## config.mk

```make
export PLATFORM = sky130hd
export DESIGN_NAME = g3_fax_line_encoder
export DESIGN_NICKNAME = d
export VERILOG_FILES = /design/src/rtl/core/g3fax_pkg.sv /design/src/rtl/core/g3fax_front.sv /design/src/rtl/core/g3fax_queue.sv /design/src/rtl/core/g3fax_back.sv /design/src/rtl/core/g3_fax_line_encoder.sv
export SDC_FILE = /design/constraint.sdc
export NUM_CORES = 1
export LEC_CHECK = 0
export ABC_AREA = 1
export BUFFER_PORTS_ARGS = -buffer_cell sky130_fd_sc_hd__buf_2
export CAP_MARGIN = 20
export CORE_ASPECT_RATIO = 1.4
export CORE_MARGIN = 2
export CORE_UTILIZATION = 50
export DETAILED_ROUTE_END_ITERATION = 8
export GPL_TIMING_DRIVEN = 1
export PLACE_DENSITY = 0.66
export SYNTH_ARGS = -nofsm -noshare
export SYNTH_HDL_FRONTEND = slang
export SYNTH_HIERARCHICAL = 1
export SYNTH_SLANG_ARGS = --single-unit
```

## constraint.sdc

```tcl
create_clock -name clk -period 6.6 [get_ports clk]
set_input_delay 0.66 -clock clk [delete_from_list [all_inputs] [get_ports clk]]
set_output_delay 0.66 -clock clk [all_outputs]
set_load 0.01 [all_outputs]
```

## src/rtl/core/g3fax_pkg.sv

```systemverilog
package g3fax_pkg;

  localparam int LEN_W = 11;
  localparam int QDEPTH = 4;
  localparam logic [2:0] DOC_EOLS = 3'd6;

  localparam logic REG_DARK_THRESHOLD = 1'b0;
  localparam logic REG_LINE_WIDTH = 1'b1;

  typedef struct packed {
    logic       op;
    logic [7:0] red;
    logic [7:0] green;
    logic [7:0] blue;
    logic       row_end;
  } in_word_t;

  typedef struct packed {
    logic [7:0] out_byte;
    logic       last_of_item;
    logic       doc_done;
  } out_word_t;

  typedef enum logic [1:0] {
    J_RUN,
    J_EOL,
    J_FLUSH
  } job_kind_t;

  typedef struct packed {
    job_kind_t        kind;
    logic [LEN_W-1:0] len;
    logic             black;
    logic             first;
    logic             eoi;
    logic             doc;
  } job_t;

  // {length, code}
  typedef logic [16:0] mh_code_t;

  localparam mh_code_t EOL_CODE = {4'd12, 13'h001};

  localparam mh_code_t WHITE_TERM [0:63] = '{
    {4'd8,13'h35},{4'd6,13'h07},{4'd4,13'h7},{4'd4,13'h8},
    {4'd4,13'hB},{4'd4,13'hC},{4'd4,13'hE},{4'd4,13'hF},
    {4'd5,13'h13},{4'd5,13'h14},{4'd5,13'h07},{4'd5,13'h08},
    {4'd6,13'h08},{4'd6,13'h03},{4'd6,13'h34},{4'd6,13'h35},
    {4'd6,13'h2A},{4'd6,13'h2B},{4'd7,13'h27},{4'd7,13'h0C},
    {4'd7,13'h08},{4'd7,13'h17},{4'd7,13'h03},{4'd7,13'h04},
    {4'd7,13'h28},{4'd7,13'h2B},{4'd7,13'h13},{4'd7,13'h24},
    {4'd7,13'h18},{4'd8,13'h02},{4'd8,13'h03},{4'd8,13'h1A},
    {4'd8,13'h1B},{4'd8,13'h12},{4'd8,13'h13},{4'd8,13'h14},
    {4'd8,13'h15},{4'd8,13'h16},{4'd8,13'h17},{4'd8,13'h28},
    {4'd8,13'h29},{4'd8,13'h2A},{4'd8,13'h2B},{4'd8,13'h2C},
    {4'd8,13'h2D},{4'd8,13'h04},{4'd8,13'h05},{4'd8,13'h0A},
    {4'd8,13'h0B},{4'd8,13'h52},{4'd8,13'h53},{4'd8,13'h54},
    {4'd8,13'h55},{4'd8,13'h24},{4'd8,13'h25},{4'd8,13'h58},
    {4'd8,13'h59},{4'd8,13'h5A},{4'd8,13'h5B},{4'd8,13'h4A},
    {4'd8,13'h4B},{4'd8,13'h32},{4'd8,13'h33},{4'd8,13'h34}
  };

  localparam mh_code_t BLACK_TERM [0:63] = '{
    {4'd10,13'h37},{4'd3,13'h2},{4'd2,13'h3},{4'd2,13'h2},
    {4'd3,13'h3},{4'd4,13'h3},{4'd4,13'h2},{4'd5,13'h3},
    {4'd6,13'h5},{4'd6,13'h4},{4'd7,13'h4},{4'd7,13'h5},
    {4'd7,13'h7},{4'd8,13'h4},{4'd8,13'h7},{4'd9,13'h18},
    {4'd10,13'h17},{4'd10,13'h18},{4'd10,13'h08},{4'd11,13'h67},
    {4'd11,13'h68},{4'd11,13'h6C},{4'd11,13'h37},{4'd11,13'h28},
    {4'd11,13'h17},{4'd11,13'h18},{4'd12,13'hCA},{4'd12,13'hCB},
    {4'd12,13'hCC},{4'd12,13'hCD},{4'd12,13'h68},{4'd12,13'h69},
    {4'd12,13'h6A},{4'd12,13'h6B},{4'd12,13'hD2},{4'd12,13'hD3},
    {4'd12,13'hD4},{4'd12,13'hD5},{4'd12,13'hD6},{4'd12,13'hD7},
    {4'd12,13'h6C},{4'd12,13'h6D},{4'd12,13'hDA},{4'd12,13'hDB},
    {4'd12,13'h54},{4'd12,13'h55},{4'd12,13'h56},{4'd12,13'h57},
    {4'd12,13'h64},{4'd12,13'h65},{4'd12,13'h52},{4'd12,13'h53},
    {4'd12,13'h24},{4'd12,13'h37},{4'd12,13'h38},{4'd12,13'h27},
    {4'd12,13'h28},{4'd12,13'h58},{4'd12,13'h59},{4'd12,13'h2B},
    {4'd12,13'h2C},{4'd12,13'h5A},{4'd12,13'h66},{4'd12,13'h67}
  };

  localparam mh_code_t WHITE_MAKEUP [0:26] = '{
    {4'd5,13'h1B},{4'd5,13'h12},{4'd6,13'h17},{4'd7,13'h37},
    {4'd8,13'h36},{4'd8,13'h37},{4'd8,13'h64},{4'd8,13'h65},
    {4'd8,13'h68},{4'd8,13'h67},{4'd9,13'hCC},{4'd9,13'hCD},
    {4'd9,13'hD2},{4'd9,13'hD3},{4'd9,13'hD4},{4'd9,13'hD5},
    {4'd9,13'hD6},{4'd9,13'hD7},{4'd9,13'hD8},{4'd9,13'hD9},
    {4'd9,13'hDA},{4'd9,13'hDB},{4'd9,13'h98},{4'd9,13'h99},
    {4'd9,13'h9A},{4'd6,13'h18},{4'd9,13'h9B}
  };

  localparam mh_code_t BLACK_MAKEUP [0:26] = '{
    {4'd10,13'h0F},{4'd12,13'hC8},{4'd12,13'hC9},{4'd12,13'h5B},
    {4'd12,13'h33},{4'd12,13'h34},{4'd12,13'h35},{4'd13,13'h6C},
    {4'd13,13'h6D},{4'd13,13'h4A},{4'd13,13'h4B},{4'd13,13'h4C},
    {4'd13,13'h4D},{4'd13,13'h72},{4'd13,13'h73},{4'd13,13'h74},
    {4'd13,13'h75},{4'd13,13'h76},{4'd13,13'h77},{4'd13,13'h52},
    {4'd13,13'h53},{4'd13,13'h54},{4'd13,13'h55},{4'd13,13'h5A},
    {4'd13,13'h5B},{4'd13,13'h64},{4'd13,13'h65}
  };

endpackage

```

## src/rtl/core/g3fax_front.sv

```systemverilog
module g3fax_front #(
  parameter int MAX_WIDTH = 1728
) (
  input  logic                clk,
  input  logic                rst_n,
  input  logic                in_valid,
  input  g3fax_pkg::in_word_t in_data,
  output logic                in_stall,
  input  logic                cfg_we,
  input  logic                cfg_index,
  input  logic [10:0]         cfg_wdata,
  output logic                q_push,
  output g3fax_pkg::job_t     q_job,
  input  logic                q_full
);
  import g3fax_pkg::*;

  localparam int CW = $clog2(MAX_WIDTH + 1);
  localparam logic [CW-1:0] MW = CW'(MAX_WIDTH);

  logic [7:0]    thr_r;
  logic [10:0]   lw_r;
  logic [CW-1:0] col_r, col_nxt;
  logic [CW-1:0] rn_r, rn_nxt;
  logic          rc_r, rc_nxt, rf_r, rf_nxt, df_r, df_nxt;

  // pending jobs of the item in hand
  logic          eol0_r, eol0_nxt;
  logic          a_v_r, a_v_nxt, a_blk_r, a_blk_nxt, a_first_r, a_first_nxt;
  logic [CW-1:0] a_len_r, a_len_nxt;
  logic          b_v_r, b_v_nxt, b_blk_r, b_blk_nxt, b_first_r, b_first_nxt;
  logic [CW-1:0] b_len_r, b_len_nxt;
  logic          c_v_r, c_v_nxt;
  logic [CW-1:0] c_len_r, c_len_nxt;
  logic          eol1_r, eol1_nxt;
  logic [2:0]    doc_r, doc_nxt;
  logic          flush_r, flush_nxt;

  logic          busy, accept;
  logic [CW-1:0] w, pad;
  logic [9:0]    sum, thr3;
  logic          blk;

  assign busy = eol0_r | a_v_r | b_v_r | c_v_r | eol1_r | (doc_r != 3'd0) | flush_r;
  assign in_stall = busy;
  assign accept = in_valid & ~busy;

  // classify the incoming word and plan its jobs
  always_comb begin
    if (lw_r > 11'(MAX_WIDTH)) begin
      w = MW;
    end else if (lw_r == 11'd0) begin
      w = CW'(1);
    end else begin
      w = CW'(lw_r);
    end
    sum  = {2'b0, in_data.red} + {2'b0, in_data.green} + {2'b0, in_data.blue};
    thr3 = {2'b0, thr_r} + {1'b0, thr_r, 1'b0};
    blk  = (sum < thr3);
    pad  = '0;

    col_nxt = (col_r > w) ? w : col_r;
    rn_nxt = rn_r;
    rc_nxt = rc_r;
    rf_nxt = rf_r;
    df_nxt = df_r;
    eol0_nxt = 1'b0;
    a_v_nxt = 1'b0; a_len_nxt = rn_r; a_blk_nxt = rc_r; a_first_nxt = rf_r;
    b_v_nxt = 1'b0; b_len_nxt = '0; b_blk_nxt = 1'b0; b_first_nxt = 1'b0;
    c_v_nxt = 1'b0; c_len_nxt = '0;
    eol1_nxt = 1'b0;
    doc_nxt = 3'd0;
    flush_nxt = 1'b0;

    if (in_data.op) begin
      doc_nxt = DOC_EOLS;
      flush_nxt = 1'b1;
      col_nxt = '0;
      rn_nxt = '0;
      rc_nxt = 1'b0;
      rf_nxt = 1'b1;
      df_nxt = 1'b1;
    end else begin
      if (col_nxt < w) begin
        if (col_nxt == '0) begin
          eol0_nxt = df_r;
          df_nxt = 1'b0;
          rc_nxt = blk;
          rn_nxt = CW'(1);
          rf_nxt = 1'b1;
        end else if (blk == rc_r) begin
          rn_nxt = rn_r + CW'(1);
        end else begin
          a_v_nxt = 1'b1;
          rf_nxt = 1'b0;
          rc_nxt = blk;
          rn_nxt = CW'(1);
        end
        col_nxt = col_nxt + CW'(1);
      end
      if (in_data.row_end && (col_nxt != '0)) begin
        pad = w - col_nxt;
        b_v_nxt = 1'b1;
        b_blk_nxt = rc_nxt;
        b_first_nxt = rf_nxt;
        if (!rc_nxt) begin
          b_len_nxt = rn_nxt + pad;
        end else begin
          b_len_nxt = rn_nxt;
          c_v_nxt = (pad != '0);
          c_len_nxt = pad;
        end
        rf_nxt = 1'b0;
        eol1_nxt = 1'b1;
        col_nxt = '0;
        rn_nxt = '0;
      end
    end
  end

  // hand out one job per cycle while the queue is not full, in stream order
  always_comb begin
    q_job = '0;
    q_job.kind = J_EOL;
    if (eol0_r) begin
      q_job.eoi = ~(a_v_r | b_v_r | c_v_r | eol1_r);
    end else if (a_v_r) begin
      q_job.kind = J_RUN;
      q_job.len = LEN_W'(a_len_r);
      q_job.black = a_blk_r;
      q_job.first = a_first_r;
      q_job.eoi = ~(b_v_r | c_v_r | eol1_r);
    end else if (b_v_r) begin
      q_job.kind = J_RUN;
      q_job.len = LEN_W'(b_len_r);
      q_job.black = b_blk_r;
      q_job.first = b_first_r;
      q_job.eoi = ~(c_v_r | eol1_r);
    end else if (c_v_r) begin
      q_job.kind = J_RUN;
      q_job.len = LEN_W'(c_len_r);
      q_job.eoi = ~eol1_r;
    end else if (eol1_r) begin
      q_job.eoi = 1'b1;
    end else if (doc_r != 3'd0) begin
      q_job.eoi = 1'b0;
    end else begin
      q_job.kind = J_FLUSH;
      q_job.eoi = 1'b1;
      q_job.doc = 1'b1;
    end
  end

  assign q_push = busy & ~q_full;

  always_ff @(posedge clk) begin
    if (!rst_n) begin
      thr_r <= 8'd200;
      lw_r <= 11'd1728;
      col_r <= '0;
      rn_r <= '0;
      rc_r <= 1'b0;
      rf_r <= 1'b1;
      df_r <= 1'b1;
      eol0_r <= 1'b0;
      a_v_r <= 1'b0;
      b_v_r <= 1'b0;
      c_v_r <= 1'b0;
      eol1_r <= 1'b0;
      doc_r <= 3'd0;
      flush_r <= 1'b0;
    end else begin
      if (cfg_we) begin
        case (cfg_index)
          REG_DARK_THRESHOLD: thr_r <= cfg_wdata[7:0];
          REG_LINE_WIDTH:     lw_r <= cfg_wdata;
          default:            thr_r <= thr_r;
        endcase
      end
      if (accept) begin
        col_r <= col_nxt;
        rn_r <= rn_nxt;
        rc_r <= rc_nxt;
        rf_r <= rf_nxt;
        df_r <= df_nxt;
        eol0_r <= eol0_nxt;
        a_v_r <= a_v_nxt;
        b_v_r <= b_v_nxt;
        c_v_r <= c_v_nxt;
        eol1_r <= eol1_nxt;
        doc_r <= doc_nxt;
        flush_r <= flush_nxt;
      end else if (q_push) begin
        if (eol0_r) begin
          eol0_r <= 1'b0;
        end else if (a_v_r) begin
          a_v_r <= 1'b0;
        end else if (b_v_r) begin
          b_v_r <= 1'b0;
        end else if (c_v_r) begin
          c_v_r <= 1'b0;
        end else if (eol1_r) begin
          eol1_r <= 1'b0;
        end else if (doc_r != 3'd0) begin
          doc_r <= doc_r - 3'd1;
        end else begin
          flush_r <= 1'b0;
        end
      end
    end
  end

  always_ff @(posedge clk) begin
    if (accept) begin
      a_len_r <= a_len_nxt;
      a_blk_r <= a_blk_nxt;
      a_first_r <= a_first_nxt;
      b_len_r <= b_len_nxt;
      b_blk_r <= b_blk_nxt;
      b_first_r <= b_first_nxt;
      c_len_r <= c_len_nxt;
    end
  end

endmodule

```

## src/rtl/core/g3fax_queue.sv

```systemverilog
module g3fax_queue (
  input  logic            clk,
  input  logic            rst_n,
  input  logic            push,
  input  g3fax_pkg::job_t push_job,
  output logic            full,
  input  logic            pop,
  output g3fax_pkg::job_t pop_job,
  output logic            empty
);
  import g3fax_pkg::*;

  localparam int PW = $clog2(QDEPTH);

  job_t          mem_r [QDEPTH];
  logic [PW-1:0] wp_r, rp_r;
  logic [PW:0]   cnt_r;

  assign full = (cnt_r == (PW+1)'(QDEPTH));
  assign empty = (cnt_r == '0);
  assign pop_job = mem_r[rp_r];

  always_ff @(posedge clk) begin
    if (!rst_n) begin
      wp_r <= '0;
      rp_r <= '0;
      cnt_r <= '0;
    end else begin
      if (push && !full) begin
        wp_r <= wp_r + PW'(1);
      end
      if (pop && !empty) begin
        rp_r <= rp_r + PW'(1);
      end
      cnt_r <= cnt_r + (PW+1)'(push && !full) - (PW+1)'(pop && !empty);
    end
  end

  always_ff @(posedge clk) begin
    if (push && !full) begin
      mem_r[wp_r] <= push_job;
    end
  end

endmodule

```

## src/rtl/core/g3fax_back.sv

```systemverilog
module g3fax_back (
  input  logic                 clk,
  input  logic                 rst_n,
  input  logic                 q_empty,
  input  g3fax_pkg::job_t      q_job,
  output logic                 q_pop,
  output logic                 out_valid,
  output g3fax_pkg::out_word_t out_data,
  input  logic                 out_stall
);
  import g3fax_pkg::*;

  typedef enum logic [1:0] {
    PH_W0,
    PH_MK,
    PH_TERM,
    PH_END
  } phase_t;

  logic      cur_v_r;
  job_t      cur_r;
  phase_t    ph_r;
  logic [23:0] acc_r;
  logic [4:0]  cnt_r;
  logic        pend_v_r;
  logic [7:0]  pend_r;
  logic        out_v_r;
  out_word_t   out_r;

  logic        out_free, byte_rdy, has_mk;
  logic [4:0]  mk_idx;
  mh_code_t    ent;
  logic [4:0]  sh;
  logic [23:0] acc_app;
  phase_t      ph_start;

  assign out_valid = out_v_r;
  assign out_data = out_r;
  assign out_free = ~out_v_r | ~out_stall;
  assign byte_rdy = (cnt_r >= 5'd8);
  assign q_pop = ~byte_rdy & ~cur_v_r & ~q_empty;

  always_comb begin
    mk_idx = cur_r.len[10:6] - 5'd1;
    if (mk_idx > 5'd26) begin
      mk_idx = 5'd26;
    end
    has_mk = (cur_r.len >= LEN_W'(64));
    case (ph_r)
      PH_W0:   ent = WHITE_TERM[0];
      PH_MK:   ent = cur_r.black ? BLACK_MAKEUP[mk_idx] : WHITE_MAKEUP[mk_idx];
      default: begin
        if (cur_r.kind == J_EOL) begin
          ent = EOL_CODE;
        end else begin
          ent = cur_r.black ? BLACK_TERM[cur_r.len[5:0]] : WHITE_TERM[cur_r.len[5:0]];
        end
      end
    endcase
    // codes go in MSB-aligned behind the bits already held
    sh = 5'd24 - cnt_r - {1'b0, ent[16:13]};
    acc_app = acc_r | ({11'b0, ent[12:0]} << sh);
    if (q_job.kind == J_RUN && q_job.black && q_job.first) begin
      ph_start = PH_W0;
    end else if (q_job.kind == J_RUN && q_job.len >= LEN_W'(64)) begin
      ph_start = PH_MK;
    end else begin
      ph_start = PH_TERM;
    end
  end

  always_ff @(posedge clk) begin
    if (!rst_n) begin
      cur_v_r <= 1'b0;
      ph_r <= PH_END;
      acc_r <= '0;
      cnt_r <= '0;
      pend_v_r <= 1'b0;
      out_v_r <= 1'b0;
    end else begin
      if (out_v_r && !out_stall) begin
        out_v_r <= 1'b0;
      end
      if (byte_rdy) begin
        // a full byte waits in pend until we know whether another follows
        if (!pend_v_r || out_free) begin
          if (pend_v_r) begin
            out_v_r <= 1'b1;
            out_r <= '{out_byte: pend_r, last_of_item: 1'b0, doc_done: 1'b0};
          end
          pend_r <= acc_r[23:16];
          pend_v_r <= 1'b1;
          acc_r <= {acc_r[15:0], 8'b0};
          cnt_r <= cnt_r - 5'd8;
        end
      end else if (cur_v_r) begin
        case (ph_r)
          PH_W0: begin
            acc_r <= acc_app;
            cnt_r <= cnt_r + {1'b0, ent[16:13]};
            ph_r <= has_mk ? PH_MK : PH_TERM;
          end
          PH_MK: begin
            acc_r <= acc_app;
            cnt_r <= cnt_r + {1'b0, ent[16:13]};
            ph_r <= PH_TERM;
          end
          PH_TERM: begin
            if (cur_r.kind == J_FLUSH) begin
              if (cnt_r != 5'd0) begin
                cnt_r <= 5'd8;
              end
            end else begin
              acc_r <= acc_app;
              cnt_r <= cnt_r + {1'b0, ent[16:13]};
            end
            ph_r <= PH_END;
          end
          default: begin
            if (cur_r.eoi && pend_v_r) begin
              if (out_free) begin
                out_v_r <= 1'b1;
                out_r <= '{out_byte: pend_r, last_of_item: 1'b1, doc_done: cur_r.doc};
                pend_v_r <= 1'b0;
                cur_v_r <= 1'b0;
              end
            end else begin
              cur_v_r <= 1'b0;
            end
          end
        endcase
      end else if (q_pop) begin
        cur_v_r <= 1'b1;
        cur_r <= q_job;
        ph_r <= ph_start;
      end
    end
  end

endmodule

```

## src/rtl/core/g3_fax_line_encoder.sv

```systemverilog
// channel | ports                          | moves
// --------+--------------------------------+-------------------------------------
// in      | in_valid, in_stall, in_data    | one pixel or end-of-document word
// out     | out_valid, out_stall, out_data | one byte of the coded bit stream
// cfg     | cfg_we, cfg_index, cfg_wdata   | dark threshold / line width write
//
// a pixel word that closes no run is taken without a stall; a word that closes
// runs holds the input until its queued jobs (up to four) are handed out, longer
// while the queue is full; an end-of-document word holds it for its seven jobs
// the back end takes a job, appends its codes one at a time, shifts out each
// full byte and closes the job at its end, so the byte rate is set by the single
// code packer after the job queue
// end of document queues six eols and a flush, and all run state clears
// reset is synchronous; both sides stall independently across the queue
module g3_fax_line_encoder #(
  parameter int MAX_WIDTH = 1728
) (
  input  logic                 clk,
  input  logic                 rst_n,
  input  logic                 in_valid,
  input  g3fax_pkg::in_word_t  in_data,
  output logic                 in_stall,
  output logic                 out_valid,
  output g3fax_pkg::out_word_t out_data,
  input  logic                 out_stall,
  input  logic                 cfg_we,
  input  logic                 cfg_index,
  input  logic [10:0]          cfg_wdata
);
  import g3fax_pkg::*;

  // jobs between classifier and code packer
  logic q_push, q_full, q_pop, q_empty;
  job_t q_in_job, q_out_job;

  // front: color decision, run tracking, row padding, job planning
  g3fax_front #(
    .MAX_WIDTH(MAX_WIDTH)
  ) u_front (
    .clk       (clk),
    .rst_n     (rst_n),
    .in_valid  (in_valid),
    .in_data   (in_data),
    .in_stall  (in_stall),
    .cfg_we    (cfg_we),
    .cfg_index (cfg_index),
    .cfg_wdata (cfg_wdata),
    .q_push    (q_push),
    .q_job     (q_in_job),
    .q_full    (q_full)
  );

  // short job queue absorbs code bursts at run ends
  g3fax_queue u_queue (
    .clk      (clk),
    .rst_n    (rst_n),
    .push     (q_push),
    .push_job (q_in_job),
    .full     (q_full),
    .pop      (q_pop),
    .pop_job  (q_out_job),
    .empty    (q_empty)
  );

  // back: huffman lookup, msb-first byte packing, last-byte marking
  g3fax_back u_back (
    .clk       (clk),
    .rst_n     (rst_n),
    .q_empty   (q_empty),
    .q_job     (q_out_job),
    .q_pop     (q_pop),
    .out_valid (out_valid),
    .out_data  (out_data),
    .out_stall (out_stall)
  );

endmodule

```

==> impl_metrics.yaml <==
timing:
  finalHoldViolations: 0
  finalCritPeriodShare: 0.943
  setup_viol: 0
  fin_crit_ps: 6220
  worst_slew_pin_slew_ps: 994
  fin_worst_skew_ps: 44.8
  max_freq_mhz: 161
  drv_slew: 0
  slew_headroom: 0.335
  setup_tns_ps: 0
setup_path:
  arrival_ps: 6470
  critPathSlowestCell: "dfxtp_2"
  cp_max_fo: 7
  path_buf_inv: 5
  max_stage_delay_ps: 340
  critPathKind: "reg2reg"
  critPathTopFamily: "simple AND/OR/NAND/NOR gates"
  required_ps: 6850
  critPathLaunchType: "flip-flop"
  crit_path_end_kind: "flip-flop"
synthesis:
  synth_edf_count: 139
  synth.cell_area_mm2: 0.0162
  ys_seq_elements: 235
  syn-mean-instance-area_um2: 7.68
  synth_cell_types: 59
  synthCells: 2107
  synth_warnings: 6
  synth_async_sr_flop_share: 0
  yosysSeqAreaShare: 0.377
  synth_nets: 2281
  ys.flop_type: "edfxtp_1"
grt:
  grt_usage: 0.250
  grt_pass1_vias: 13900
  grt_antenna_before_repair: 0
  grt_pass1_wl_um: 68600
  grt-ovfl-total: 0
  grt_max_degree: 43
clock_network:
  cts.clk_slew.worst_paths_ps: 60
  clkLatencyLatePin_ps: 560
  cts_hold_buffers: 0
  clock_sinks: 235
  cts_made_buffers: 25
  cts_root_buffer: "clkbuf_16"
  cts_tree: "yes"
  clockBufferDepth: 3
  htree_levels: 1
detailed_routing:
  drc: 0
  avgRoutedWirePerCell_um: 16.6
  drt_wl_total_um: 42800
  ant_nets: 0
  first_pass_iters: 5
  drtIter0Drc: 938
  vias: 14500
  routed_via_density: 5.60
floorplanning:
  die_y_um: 217
  ios: 55
  row_count: 78
  die_w_um: 156
  start_util: 0.504
  fp.coreArea_mm2: 0.0321
  fp.dieArea_mm2: 0.0339
layout:
  n_fill_cell: 3010
  area_delta_synth_final_pct: 11.5
  fin_nets: 2339
  fin_cells: 2584
  layout_commonest_cell: "nand2_1"
  seq_area_mm2: 0.00610
  drive_gt1_frac: 0.139
  multi_input_area_mm2: 0.00913
  num_antenna_cells: 0
  most-common-layout-cells: "nand2_1, inv_1, nor2_1, nand3_1, edfxtp_1"
placement:
  dp.cells: 2518
  gp_congestion: 0.944
  dp_hpwl_um: 32300
  io_buffers: 54
pwr:
  total_power_mw: 8.35
  total_leakage_power_nw: 7.83
  ir_drop_mv: 0.376
  power.density_mw_per_mm2: 463
min_path:
  hp-class: "in2reg"
run:
  max-cap-violations: 0
outcome:
  status: "completed"
## cell families after synthesis
group                      count (synthesis)  share of synthesized area
AOI/OAI and AO/OA                        376                      0.134
xor gates and xnor gates                  45                     0.0248
adders and majority gates                131                      0.109
buffers and inverters                    307                     0.0792
DFF                                      235                      0.377
and+or+nand+nor                         1013                      0.277
## worst register-to-register path, delay by kind of cell (launching register included)
kind / cells / cell delay, ps
buffers and inverters: 5 / 460
AND/OR/NAND/NOR: 16 / 1910
XOR/XNOR: 1 / 230
AO/OA/AOI/OAI: 11 / 1830
flip-flops: 1 / 340
adder cells (fa/ha/maj): 4 / 1180
## per-layer routing
metal | vias to the layer above | routed length (um) | GRT usage
met5 | - | 0 | 0
met4 | 0 | 2240 | 0.129
met3 | 128 | 1760 | 0.0231
met2 | 418 | 23100 | 0.486
met1 | 6722 | 15700 | 0.264
li1 | 7200 | - | -
## state kept, by name, summed over array words and instances (netlist names), 5 cells and up, named ones only
signal,count
u_back/cur_r,16
u_back/out_data,10
u_front/col_r,11
u_front/thr_r,8
u_back/acc_r,24
u_queue/mem_r,68
u_front/a_len_r,11
u_front/a_len_nxt,11
u_front/b_len_r,11
u_back/pend_r,8
u_front/c_len_r,11
u_back/cnt_r,5
u_front/lw_r,11
## where the power goes
part	switching, mW	total [mW]	internal (mW)
combinational	3.26	4.69	1.44
sequential	0.203	2.28	2.08
clock	0.603	1.37	0.769
total	4.06	8.35	4.29
## cell type report
type / count / area share
Clock inverter: 13 / 0.00589
Tap cell: 400 / 0.0277
Sequential cell: 235 / 0.338
Timing Repair Buffer: 99 / 0.0339
Clock buffer: 33 / 0.0392
Multi-Input combinational cell: 1567 / 0.506
Inverter: 237 / 0.0494
## per-stage QoR
| stage | hold slack (ps) | area, um2 | setup slack [ps] | util |
|---|---|---|---|---|
| 3_5_place_dp | 405 | 16800 | 13.2 | 0.523 |
| 3_3_place_gp | 402 | 16800 | 212 | 0.523 |
| 6_report | 320 | 18000 | 378 | 0.562 |
| 4_1_cts | 302 | 17600 | 18.9 | 0.548 |
| 2_1_floorplan | 400 | 16200 | 659 | - |
| 5_1_grt | 343 | 18000 | -53.6 | 0.562 |
## final timing paths
check                                       from                  end  slack [ps]  depth (start not counted)
worst min-delay path               cfg_wdata[10]     u_front/lw_r[10]         320                          3
worst max-delay path             u_front/lw_r[9]  u_front/b_len_r[10]         380                         37
worst min register to register  u_back/pend_r[4]   u_back/out_data[6]         420                          0
worst max register to register   u_front/lw_r[9]  u_front/b_len_r[10]         380                         37
## synthesized netlist by cell type (4+ instances only)
cell        n  share of area
o21bai_1    8         0.0037
nor2_2     11         0.0043
nand4_1    30          0.012
nand2_2    25         0.0097
buf_1       4        0.00093
nor3_1     19         0.0059
inv_2      16         0.0037
o22ai_1    20         0.0077
nand3_1   182          0.056
nand3_2     8         0.0049
nor2_1    202          0.047
nand2_1   500           0.12
xor2_1     28          0.015
a21oi_1   140          0.043
buf_2      15         0.0046
o21ai_0   105          0.032
o31ai_1     4         0.0019
nand3b_1    7         0.0032
dfxtp_1    96           0.12
nand2_4     8         0.0056
edfxtp_1  139           0.26
nor3_2      7         0.0043
a31oi_1    21         0.0081
inv_1     211          0.049
ha_1      115          0.089
a211oi_1    6         0.0028
buf_6      10         0.0070
o21ai_1    17         0.0053
o21ai_2    23          0.012
clkinv_1    9         0.0021
buf_4       9         0.0042
xnor2_1    16         0.0087
o211ai_1   15         0.0070
clkbuf_1   32         0.0074
fa_1       16          0.020
## timing repair
action,4_1_cts,5_1_grt
buffers inserted,2,16
gates resized for setup,0,67
pin swaps,0,26
endpoints found under the setup margin,2,7
cloned,0,2
(Power assumes the default switching activity.)
